===== config.mk =====
export PLATFORM = sky130hd
export DESIGN_NAME = weighted_route_table_lookup
export DESIGN_NICKNAME = d
export VERILOG_FILES = /design/src/wrtl_pkg.sv /design/src/wrtl_ctrl.sv /design/src/wrtl_dp.sv /design/src/weighted_route_table_lookup.sv
export SDC_FILE = /design/constraint.sdc
export NUM_CORES = 2
export LEC_CHECK = 0
export BUFFER_PORTS_ARGS = -buffer_cell sky130_fd_sc_hd__buf_2
export CAP_MARGIN = 10
export CORE_MARGIN = 2
export CORE_UTILIZATION = 63
export DETAILED_ROUTE_END_ITERATION = 10
export PLACE_DENSITY = 0.79
export SLEW_MARGIN = 20
export SYNTH_ARGS = -nofsm -noshare
export SYNTH_HDL_FRONTEND = slang
export SYNTH_HIERARCHICAL = 1
export SYNTH_MEMORY_MAX_BITS = 65536
export SYNTH_SLANG_ARGS = --single-unit

===== constraint.sdc =====
create_clock -name clk -period 11.6 [get_ports clk]
set_input_delay 3.48 -clock clk [delete_from_list [all_inputs] [get_ports clk]]
set_output_delay 3.48 -clock clk [all_outputs]
set_load 0.05 [all_outputs]

===== src/wrtl_pkg.sv =====
// ----------------------------------------------------------------------------
// wrtl_pkg: shared definitions for the weighted route table lookup
// Item opcodes, configuration register indexes, LFSR constants and the
// command and status bundles between the controller and the datapath.
// ----------------------------------------------------------------------------
package wrtl_pkg;

  // Item opcodes.
  localparam logic [1:0] OP_WR_ROUTE  = 2'd0;
  localparam logic [1:0] OP_WR_WEIGHT = 2'd1;
  localparam logic [1:0] OP_LOOKUP    = 2'd2;

  // Configuration register indexes.
  localparam logic [1:0] CFG_LINKS   = 2'd0;
  localparam logic [1:0] CFG_ORDERED = 2'd1;

  localparam int CFG_IDX_W  = 2;
  localparam int CFG_DATA_W = 5;
  localparam int LINKS_W    = 5;
  localparam int ORDERED_W  = 4;

  // Field widths of the transactions.
  localparam int OPCODE_W = 2;
  localparam int VNET_W   = 2;
  localparam int LINK_W   = 4;
  localparam int MASK_W   = 64;
  localparam int WEIGHT_W = 8;

  // Galois LFSR shifting right, polynomial x^16 + x^14 + x^13 + x^11 + 1.
  localparam int              LFSR_W     = 16;
  localparam logic [LFSR_W-1:0] LFSR_TAPS  = 16'hB400;
  localparam logic [LFSR_W-1:0] LFSR_SEED  = 16'h0001;
  localparam int              DIV_CNT_W  = $clog2(LFSR_W);

  typedef struct packed {
    logic clr_step;
    logic load;
    logic scan_step;
    logic pick_first;
    logic lfsr_step;
    logic div_start;
    logic div_step;
    logic sel_step;
    logic res_load;
  } wrtl_cmd_t;

  typedef struct packed {
    logic clr_last;
    logic in_lookup;
    logic scan_none;
    logic scan_last;
    logic found;
    logic ordered;
    logic count_one;
    logic div_last;
    logic sel_hit;
  } wrtl_status_t;

endpackage


===== src/wrtl_ctrl.sv =====
// ----------------------------------------------------------------------------
// wrtl_ctrl: sequencing controller
// Clears the tables after reset, then steps each lookup through the link
// scan, the tie-break division, the tie selection and the result handover.
// ----------------------------------------------------------------------------
module wrtl_ctrl
  import wrtl_pkg::*;
(
  input  logic         clk,
  input  logic         rst_n,
  input  logic         in_valid,
  output logic         in_ready,
  output logic         out_valid,
  input  logic         out_ready,
  input  wrtl_status_t status,
  output wrtl_cmd_t    cmd
);

  typedef enum logic [2:0] {
    S_CLEAR,
    S_IDLE,
    S_SCAN,
    S_DRAIN,
    S_DECIDE,
    S_DIV,
    S_SEL,
    S_RESULT
  } state_t;

  state_t state_r, state_nxt;
  logic   out_valid_r, out_valid_nxt;

  always_comb begin
    cmd           = '0;
    state_nxt     = state_r;
    out_valid_nxt = out_valid_r && !out_ready;
    unique case (state_r)
      S_CLEAR: begin
        cmd.clr_step = 1'b1;
        if (status.clr_last) begin
          state_nxt = S_IDLE;
        end
      end
      S_IDLE: begin
        if (in_valid) begin
          cmd.load = 1'b1;
          if (status.in_lookup) begin
            state_nxt = S_SCAN;
          end
        end
      end
      S_SCAN: begin
        if (status.scan_none) begin
          state_nxt = S_RESULT;
        end else begin
          cmd.scan_step = 1'b1;
          if (status.scan_last) begin
            state_nxt = S_DRAIN;
          end
        end
      end
      S_DRAIN: begin
        state_nxt = S_DECIDE;
      end
      S_DECIDE: begin
        if (!status.found) begin
          state_nxt = S_RESULT;
        end else if (status.ordered) begin
          cmd.pick_first = 1'b1;
          state_nxt      = S_RESULT;
        end else begin
          // The LFSR steps on every unordered lookup that finds a candidate.
          cmd.lfsr_step = 1'b1;
          if (status.count_one) begin
            cmd.pick_first = 1'b1;
            state_nxt      = S_RESULT;
          end else begin
            cmd.div_start = 1'b1;
            state_nxt     = S_DIV;
          end
        end
      end
      S_DIV: begin
        cmd.div_step = 1'b1;
        if (status.div_last) begin
          state_nxt = S_SEL;
        end
      end
      S_SEL: begin
        cmd.sel_step = 1'b1;
        if (status.sel_hit) begin
          state_nxt = S_RESULT;
        end
      end
      S_RESULT: begin
        if (!out_valid_r || out_ready) begin
          cmd.res_load  = 1'b1;
          out_valid_nxt = 1'b1;
          state_nxt     = S_IDLE;
        end
      end
      default: begin
        state_nxt = S_IDLE;
      end
    endcase
  end

  always_ff @(posedge clk) begin
    if (!rst_n) begin
      state_r     <= S_CLEAR;
      out_valid_r <= 1'b0;
    end else begin
      state_r     <= state_nxt;
      out_valid_r <= out_valid_nxt;
    end
  end

  assign in_ready  = (state_r == S_IDLE);
  assign out_valid = out_valid_r;

endmodule


===== src/wrtl_dp.sv =====
// ----------------------------------------------------------------------------
// wrtl_dp: table storage and lookup datapath
// Holds the route and weight memories, the configuration registers, the
// running minimum over the scanned links, the tie LFSR with its restoring
// divider, the tie selector and the result register.
// ----------------------------------------------------------------------------
module wrtl_dp
  import wrtl_pkg::*;
#(
  parameter int NUM_VNETS = 4,
  parameter int NUM_LINKS = 16,
  parameter int DEST_BITS = 64
) (
  input  logic                  clk,
  input  logic                  rst_n,
  input  logic                  cfg_we,
  input  logic [CFG_IDX_W-1:0]  cfg_index,
  input  logic [CFG_DATA_W-1:0] cfg_wdata,
  input  logic [OPCODE_W-1:0]   in_opcode,
  input  logic [VNET_W-1:0]     in_vnet,
  input  logic [LINK_W-1:0]     in_link,
  input  logic [MASK_W-1:0]     in_dest_mask,
  input  logic [WEIGHT_W-1:0]   in_weight,
  input  wrtl_cmd_t             cmd,
  output wrtl_status_t          status,
  output logic [LINK_W-1:0]     out_link,
  output logic                  out_no_route
);

  localparam int RT_DEPTH = NUM_VNETS * NUM_LINKS;
  localparam int RT_AW    = (RT_DEPTH > 1) ? $clog2(RT_DEPTH) : 1;
  localparam int LINK_AW  = (NUM_LINKS > 1) ? $clog2(NUM_LINKS) : 1;
  localparam int CNT_W    = $clog2(NUM_LINKS + 1);

  // Configuration registers.
  logic [LINKS_W-1:0]   cfg_links_r;
  logic [ORDERED_W-1:0] cfg_ordered_r;

  always_ff @(posedge clk) begin
    if (!rst_n) begin
      cfg_links_r   <= '0;
      cfg_ordered_r <= '0;
    end else if (cfg_we) begin
      unique case (cfg_index)
        CFG_LINKS:   cfg_links_r   <= cfg_wdata[LINKS_W-1:0];
        CFG_ORDERED: cfg_ordered_r <= cfg_wdata[ORDERED_W-1:0];
        default:     ;
      endcase
    end
  end

  // Clearing sweep after reset.
  logic [RT_AW-1:0] clr_cnt_r;

  always_ff @(posedge clk) begin
    if (!rst_n) begin
      clr_cnt_r <= '0;
    end else if (cmd.clr_step) begin
      clr_cnt_r <= clr_cnt_r + RT_AW'(1);
    end
  end

  assign status.clr_last = (32'(clr_cnt_r) == RT_DEPTH - 1);

  // Lookup transaction registers.
  logic [VNET_W-1:0]    vnet_r;
  logic [DEST_BITS-1:0] dmask_r;
  logic                 vnet_ok_r;
  logic [CNT_W-1:0]     n_r;
  logic [CNT_W-1:0]     scan_cnt_r;
  logic [CNT_W-1:0]     n_nxt;

  assign n_nxt = (32'(cfg_links_r) > NUM_LINKS) ? CNT_W'(NUM_LINKS) : CNT_W'(cfg_links_r);

  always_ff @(posedge clk) begin
    if (cmd.load) begin
      vnet_r     <= in_vnet;
      dmask_r    <= in_dest_mask[DEST_BITS-1:0];
      vnet_ok_r  <= (32'(in_vnet) < NUM_VNETS);
      n_r        <= n_nxt;
      scan_cnt_r <= '0;
    end else if (cmd.scan_step) begin
      scan_cnt_r <= scan_cnt_r + CNT_W'(1);
    end
  end

  assign status.in_lookup = (in_opcode == OP_LOOKUP);
  assign status.scan_none = !vnet_ok_r || (n_r == '0);
  assign status.scan_last = (32'(scan_cnt_r) + 1 == 32'(n_r));
  assign status.ordered   = cfg_ordered_r[vnet_r];

  // Route mask memory: one write port, one registered read port.
  logic [DEST_BITS-1:0] rt_mem [RT_DEPTH];
  logic [DEST_BITS-1:0] rt_rd_r;
  logic                 rt_we;
  logic [RT_AW-1:0]     rt_waddr;
  logic [DEST_BITS-1:0] rt_wdata;
  logic [RT_AW-1:0]     rt_raddr;

  always_comb begin
    if (cmd.clr_step) begin
      rt_we    = 1'b1;
      rt_waddr = clr_cnt_r;
      rt_wdata = '0;
    end else begin
      rt_we    = cmd.load && (in_opcode == OP_WR_ROUTE) &&
                 (32'(in_vnet) < NUM_VNETS) && (32'(in_link) < NUM_LINKS);
      rt_waddr = RT_AW'(in_vnet) * RT_AW'(NUM_LINKS) + RT_AW'(in_link);
      rt_wdata = in_dest_mask[DEST_BITS-1:0];
    end
  end

  assign rt_raddr = RT_AW'(vnet_r) * RT_AW'(NUM_LINKS) + RT_AW'(scan_cnt_r[LINK_AW-1:0]);

  always_ff @(posedge clk) begin
    if (rt_we) begin
      rt_mem[rt_waddr] <= rt_wdata;
    end
    rt_rd_r <= rt_mem[rt_raddr];
  end

  // Link weight memory.
  logic [WEIGHT_W-1:0] wt_mem [NUM_LINKS];
  logic [WEIGHT_W-1:0] wt_rd_r;
  logic                wt_we;
  logic [LINK_AW-1:0]  wt_waddr;
  logic [WEIGHT_W-1:0] wt_wdata;

  always_comb begin
    if (cmd.clr_step) begin
      wt_we    = (32'(clr_cnt_r) < NUM_LINKS);
      wt_waddr = LINK_AW'(clr_cnt_r);
      wt_wdata = '0;
    end else begin
      wt_we    = cmd.load && (in_opcode == OP_WR_WEIGHT) && (32'(in_link) < NUM_LINKS);
      wt_waddr = LINK_AW'(in_link);
      wt_wdata = in_weight;
    end
  end

  always_ff @(posedge clk) begin
    if (wt_we) begin
      wt_mem[wt_waddr] <= wt_wdata;
    end
    wt_rd_r <= wt_mem[scan_cnt_r[LINK_AW-1:0]];
  end

  // Read data arrives in the cycle after the address is issued.
  logic               rd_valid_r;
  logic [LINK_AW-1:0] rd_idx_r;

  always_ff @(posedge clk) begin
    if (!rst_n) begin
      rd_valid_r <= 1'b0;
    end else begin
      rd_valid_r <= cmd.scan_step;
    end
  end

  always_ff @(posedge clk) begin
    if (cmd.scan_step) begin
      rd_idx_r <= scan_cnt_r[LINK_AW-1:0];
    end
  end

  // Running minimum, first link at the minimum, tie count and tie flags.
  logic                 min_valid_r;
  logic [WEIGHT_W-1:0]  min_w_r;
  logic [LINK_AW-1:0]   first_link_r;
  logic [CNT_W-1:0]     count_r;
  logic [NUM_LINKS-1:0] flags_r;
  logic                 cand;
  logic                 take_new;
  logic                 take_tie;

  assign cand     = rd_valid_r && (|(rt_rd_r & dmask_r));
  assign take_new = cand && (!min_valid_r || (wt_rd_r < min_w_r));
  assign take_tie = cand && min_valid_r && (wt_rd_r == min_w_r);

  always_ff @(posedge clk) begin
    if (!rst_n) begin
      min_valid_r <= 1'b0;
    end else if (cmd.load) begin
      min_valid_r <= 1'b0;
    end else if (take_new) begin
      min_valid_r <= 1'b1;
    end
  end

  // Divider and selector state.
  logic [LFSR_W-1:0]    lfsr_r;
  logic [LFSR_W-1:0]    lfsr_nxt;
  logic [LFSR_W-1:0]    q_r;
  logic [CNT_W-1:0]     rem_r;
  logic [CNT_W-1:0]     rem_nxt;
  logic [CNT_W:0]       trial;
  logic [DIV_CNT_W-1:0] div_cnt_r;
  logic [LINK_AW-1:0]   sel_idx_r;
  logic [LINK_AW-1:0]   chosen_r;

  always_ff @(posedge clk) begin
    if (take_new) begin
      min_w_r      <= wt_rd_r;
      first_link_r <= rd_idx_r;
      count_r      <= CNT_W'(1);
      flags_r      <= NUM_LINKS'(1) << rd_idx_r;
    end else if (take_tie) begin
      count_r           <= count_r + CNT_W'(1);
      flags_r[rd_idx_r] <= 1'b1;
    end else if (cmd.sel_step) begin
      flags_r <= flags_r >> 1;
    end
  end

  assign status.found     = min_valid_r;
  assign status.count_one = (count_r == CNT_W'(1));

  assign lfsr_nxt = (lfsr_r >> 1) ^ (lfsr_r[0] ? LFSR_TAPS : '0);

  always_ff @(posedge clk) begin
    if (!rst_n) begin
      lfsr_r <= LFSR_SEED;
    end else if (cmd.lfsr_step) begin
      lfsr_r <= lfsr_nxt;
    end
  end

  // Restoring division, one quotient bit a cycle; only the remainder is kept.
  assign trial   = {rem_r, q_r[LFSR_W-1]};
  assign rem_nxt = (trial >= {1'b0, count_r}) ? CNT_W'(trial - {1'b0, count_r})
                                              : trial[CNT_W-1:0];

  assign status.div_last = (div_cnt_r == DIV_CNT_W'(LFSR_W - 1));
  assign status.sel_hit  = flags_r[0] && (rem_r == '0);

  always_ff @(posedge clk) begin
    if (cmd.div_start) begin
      q_r       <= lfsr_nxt;
      rem_r     <= '0;
      div_cnt_r <= '0;
      sel_idx_r <= '0;
    end else if (cmd.div_step) begin
      q_r       <= q_r << 1;
      rem_r     <= rem_nxt;
      div_cnt_r <= div_cnt_r + DIV_CNT_W'(1);
    end else if (cmd.sel_step) begin
      // The remainder counts down the tied links still to be skipped.
      sel_idx_r <= sel_idx_r + LINK_AW'(1);
      if (flags_r[0] && (rem_r != '0)) begin
        rem_r <= rem_r - CNT_W'(1);
      end
    end
  end

  always_ff @(posedge clk) begin
    if (cmd.pick_first) begin
      chosen_r <= first_link_r;
    end else if (cmd.sel_step && status.sel_hit) begin
      chosen_r <= sel_idx_r;
    end
  end

  // Result register.
  logic [LINK_W-1:0] out_link_r;
  logic              out_no_route_r;

  always_ff @(posedge clk) begin
    if (cmd.res_load) begin
      out_link_r     <= min_valid_r ? LINK_W'(chosen_r) : '0;
      out_no_route_r <= !min_valid_r;
    end
  end

  assign out_link     = out_link_r;
  assign out_no_route = out_no_route_r;

endmodule


===== src/weighted_route_table_lookup.sv =====
// ----------------------------------------------------------------------------
// weighted_route_table_lookup: minimum-weight route table lookup
// Route mask and link weight tables with a lookup that picks the lightest
// link reaching any requested destination.
// ----------------------------------------------------------------------------
// Usage: the input channel carries transactions that write a route mask,
// write a link weight or request a lookup. Writes complete in the cycle they
// are accepted and produce no result. A lookup produces one result on the
// output channel: the chosen link, or the no-route flag with link zero.
// A lookup scans the n links searched, reading one route mask and one
// weight a cycle from the tables. With several tied candidates on an
// unordered virtual network it then adds a remainder division and a tie
// selection. Input is taken again once the lookup has handed its result
// to the output register.
// After reset both tables are swept to zero, one route entry a cycle over all
// NUM_VNETS * NUM_LINKS entries, with in_ready low; configuration writes are
// taken throughout. A stalled receiver holds the result in the output
// register; further writes are still accepted, and a following lookup waits
// at its end until the register is free.
// ----------------------------------------------------------------------------
module weighted_route_table_lookup
  import wrtl_pkg::*;
#(
  parameter int NUM_VNETS = 4,
  parameter int NUM_LINKS = 16,
  parameter int DEST_BITS = 64
) (
  input  logic                  clk,
  input  logic                  rst_n,
  input  logic                  cfg_we,
  input  logic [CFG_IDX_W-1:0]  cfg_index,
  input  logic [CFG_DATA_W-1:0] cfg_wdata,
  input  logic                  in_valid,
  output logic                  in_ready,
  input  logic [OPCODE_W-1:0]   in_opcode,
  input  logic [VNET_W-1:0]     in_vnet,
  input  logic [LINK_W-1:0]     in_link,
  input  logic [MASK_W-1:0]     in_dest_mask,
  input  logic [WEIGHT_W-1:0]   in_weight,
  output logic                  out_valid,
  input  logic                  out_ready,
  output logic [LINK_W-1:0]     out_link,
  output logic                  out_no_route
);

  wrtl_cmd_t    cmd;
  wrtl_status_t status;

  wrtl_ctrl u_ctrl (
    .clk       (clk),
    .rst_n     (rst_n),
    .in_valid  (in_valid),
    .in_ready  (in_ready),
    .out_valid (out_valid),
    .out_ready (out_ready),
    .status    (status),
    .cmd       (cmd)
  );

  wrtl_dp #(
    .NUM_VNETS (NUM_VNETS),
    .NUM_LINKS (NUM_LINKS),
    .DEST_BITS (DEST_BITS)
  ) u_dp (
    .clk          (clk),
    .rst_n        (rst_n),
    .cfg_we       (cfg_we),
    .cfg_index    (cfg_index),
    .cfg_wdata    (cfg_wdata),
    .in_opcode    (in_opcode),
    .in_vnet      (in_vnet),
    .in_link      (in_link),
    .in_dest_mask (in_dest_mask),
    .in_weight    (in_weight),
    .cmd          (cmd),
    .status       (status),
    .out_link     (out_link),
    .out_no_route (out_no_route)
  );

endmodule


==> impl_metrics.toml <==
[synth]
async_flop_share = 0
ys_seq_area_frac = 0.784
synth_cell_types = 62
synth-main-ff-cell = "edfxtp_1"
synth_edf_count = 4352
ys_ff_latch = 4484
syn_area_um2 = 170000
synthesis.nets = 7140
syn_inst = 7026
yosysWarnings = 6
synth.avg_cell_area_um2 = 24.2

[layout]
final_cell_count_no_fill = 11400
drive_gt1_frac = 0.315
area_delta_synth_final_pct = 12.1
nNetsFinal = 7537

[routing]
vias = 88200
wl_per_cell_um = 44.9
drt-vias-per-instance = 7.77
drc_errors = 0
first_iter_violations = 17900
drt-total-wl_mm = 510
ant_nets = 0
drt_first_pass_iters = 9

[floorplanning]
fp-row-count = 190
die_w_um = 524
start_util = 0.634
dieArea_um2 = 274000
die_h_um = 524
ios = 99
core_area_um2 = 268000

[sta]
setup_viol = 0
worst_pin_slew_ns = 1.32
layout_min_cycle_time_ns = 7.46
timing.final.max_slew_violations = 0
fin_crit_sh = 0.643
slew_headroom = 0.120
hold_violations = 0
rsz0062_at_grt = "no"
finClkSkew_ns = 0.109
hold_ws_ns = 0.444
setup_tns_ns = 0
max_freq_mhz = 134

[pwr]
report.power.total_mw = 46.7
p_leak_nw = 60.2
vdd_drop_max_v = 0.000265
p_per_area_nw_per_um2 = 245

[clocking]
cts.sinks = 4484
cts_buffers = 422
cts_setup_buffers = 0
cts_root_buf = "clkbuf_16"
cts_tree = "built"
cts_buffer_depth = 4
clk-insertion-delay-late_ns = 1.02
ctsResizeCount = 0
clk_pin_slew_ns = 0.06
postCtsHoldBufs = 0
htreeDepth = 5

[place]
dp.cells = 10500
routabilityCongestion = 0.874
place.detailed.hpwl_mm = 251
place.port_buffers = 98

[run_status]
run_status = "complete, no violations"

[worst_hold_path]
hold_path.class = "flip-flop to flip-flop"

[run]
drv_cap = 0

[setup_path]
cp_max_fo = 40
critPathArrivalTime_ns = 8.03
crit_buf_inv = 2
criticalPathCategory = "input port to flip-flop"
crit_family = "simple AND/OR/NAND/NOR gates"
crit_slowest_cell = "nor2b_4"
crit_path_start_kind = "input port"
crit_chain = "buf_2 -> and2_4 -> nor3b_1 -> nor2_1 -> nor3_1 -> nand3_1 -> nor2b_4 -> buf_4"
cp.required_ns = 12.17
max_stage_delay_ns = 0.91
cp-end-kind = "flip-flop"

[grt]
antenna_found_initial = 42
overflow = 0
grt_max_degree = 126
track_usage = 0.366
grt_pass1_wl_mm = 688
first_global_vias = 86100
==> path summary, 6_finish.rpt <==
check	start	to	slack (ns)	cells past startpoint
worst max-delay path	in_valid	u_dp/rt_mem[61][51]	4.14	8
worst min register to register	u_dp/wt_rd_r[1]	u_dp/min_w_r[1]	0.44	0
worst max register to register	u_ctrl/state_r[1]	u_dp/rt_mem[32][39]	5.80	6
worst min-delay path	u_dp/wt_rd_r[1]	u_dp/min_w_r[1]	0.44	0
==> worst register-to-register path, stage by stage (launching register included) <==
cell and delay [ns]:
dfxtp_1 0.45, nor3_2 0.32, buf_12 0.61, mux2i_1 0.96
nand3_1 1.02, nor2_4 0.94, buf_4 0.99
==> per-layer routing <==
metal	up-vias	global-route usage	part of all wire
met5	-	0	0.00056
met4	42	0.198	0.073
met3	1903	0.0975	0.14
met2	9630	0.577	0.48
met1	45600	0.473	0.31
li1	31100	-	-
==> cell families after synthesis <==
logic type,count (synthesis),share of synthesized area
muxes,1373,0.178
adders and majority gates,22,0.00166
xor gates and xnor gates,27,0.00139
buffers and inverters,402,0.0100
AOI/OAI and AO/OA,246,0.0108
DFF,4484,0.784
and+or+nand+nor,472,0.0140
==> cells in the mapped netlist, types with 28 or more instances <==
master / number / area share
a22oi_1: 137 / 0.0060
nand2_1: 107 / 0.0024
buf_2: 118 / 0.0035
clkbuf_1: 189 / 0.0042
edfxtp_1: 4352 / 0.77
nor3_1: 28 / 0.00082
nor2_1: 125 / 0.0028
nor2b_1: 113 / 0.0042
inv_1: 38 / 0.00084
mux4_2: 1320 / 0.17
mux2i_1: 34 / 0.0020
dfxtp_1: 132 / 0.016
buf_1: 47 / 0.0010
==> sequential cells by signal, summed over array words and instances (netlist names), 6 cells and up <==
| register | flops |
|---|---|
| u_dp/rt_mem | 4096 |
| u_dp/wt_mem | 128 |
| u_dp/dmask_r | 64 |
| u_dp/rt_rd_r | 64 |
| u_dp/flags_r | 16 |
| u_dp/lfsr_r | 16 |
| u_dp/q_r | 16 |
| u_dp/min_w_r | 8 |
| u_dp/wt_rd_r | 8 |
| u_dp/clr_cnt_r | 6 |
==> stage by stage <==
step | setup slack, ns | utilization | instance area, um2
6_report | 4.14 | 0.711 | 191000
5_1_grt | 4.10 | 0.711 | 191000
4_1_cts | 4.30 | 0.711 | 191000
3_5_place_dp | 3.45 | 0.658 | 177000
3_3_place_gp | 3.48 | 0.658 | 176000
2_1_floorplan | 2.12 | - | 170000
==> layout make-up <==
class / instances / area (um2)
Sequential cell: 4484 / 133000
Tap cell: 3552 / 4440
Inverter: 39 / 146
Timing Repair Buffer: 336 / 2650
Multi-Input combinational cell: 2140 / 36000
Clock buffer: 536 / 11300
Clock inverter: 253 / 2710
Antenna cell: 14 / 35.0
Fill cell: 13900 / 77500
==> where the power goes <==
group          internal (mW)  switching (mW)
sequential              19.4           0.515
clock                   7.90            6.40
combinational           4.95            7.52
total                   32.3            14.4
==> layout by cell type, fill, tap and decap left out, types with 13 or more instances in the layout <==
master,n
a211oi_1,23
a21oi_1,17
a22o_1,13
a22oi_1,137
buf_12,23
buf_2,98
buf_4,209
bufinv_16,43
clkbuf_1,88
clkbuf_16,426
clkbuf_8,22
clkinv_1,83
clkinv_2,71
clkinvlp_4,21
dfxtp_1,128
diode_2,14
edfxtp_1,4352
ha_1,21
inv_1,38
mux2_2,19
mux2i_1,34
mux4_2,1320
nand2_1,107
nand4_1,13
nor2_1,62
nor2_4,61
nor2b_1,37
nor2b_4,66
nor3_1,26
nor4_1,17
o21ai_0,16
xnor2_1,15
Power figures use the tool's default switching activity.
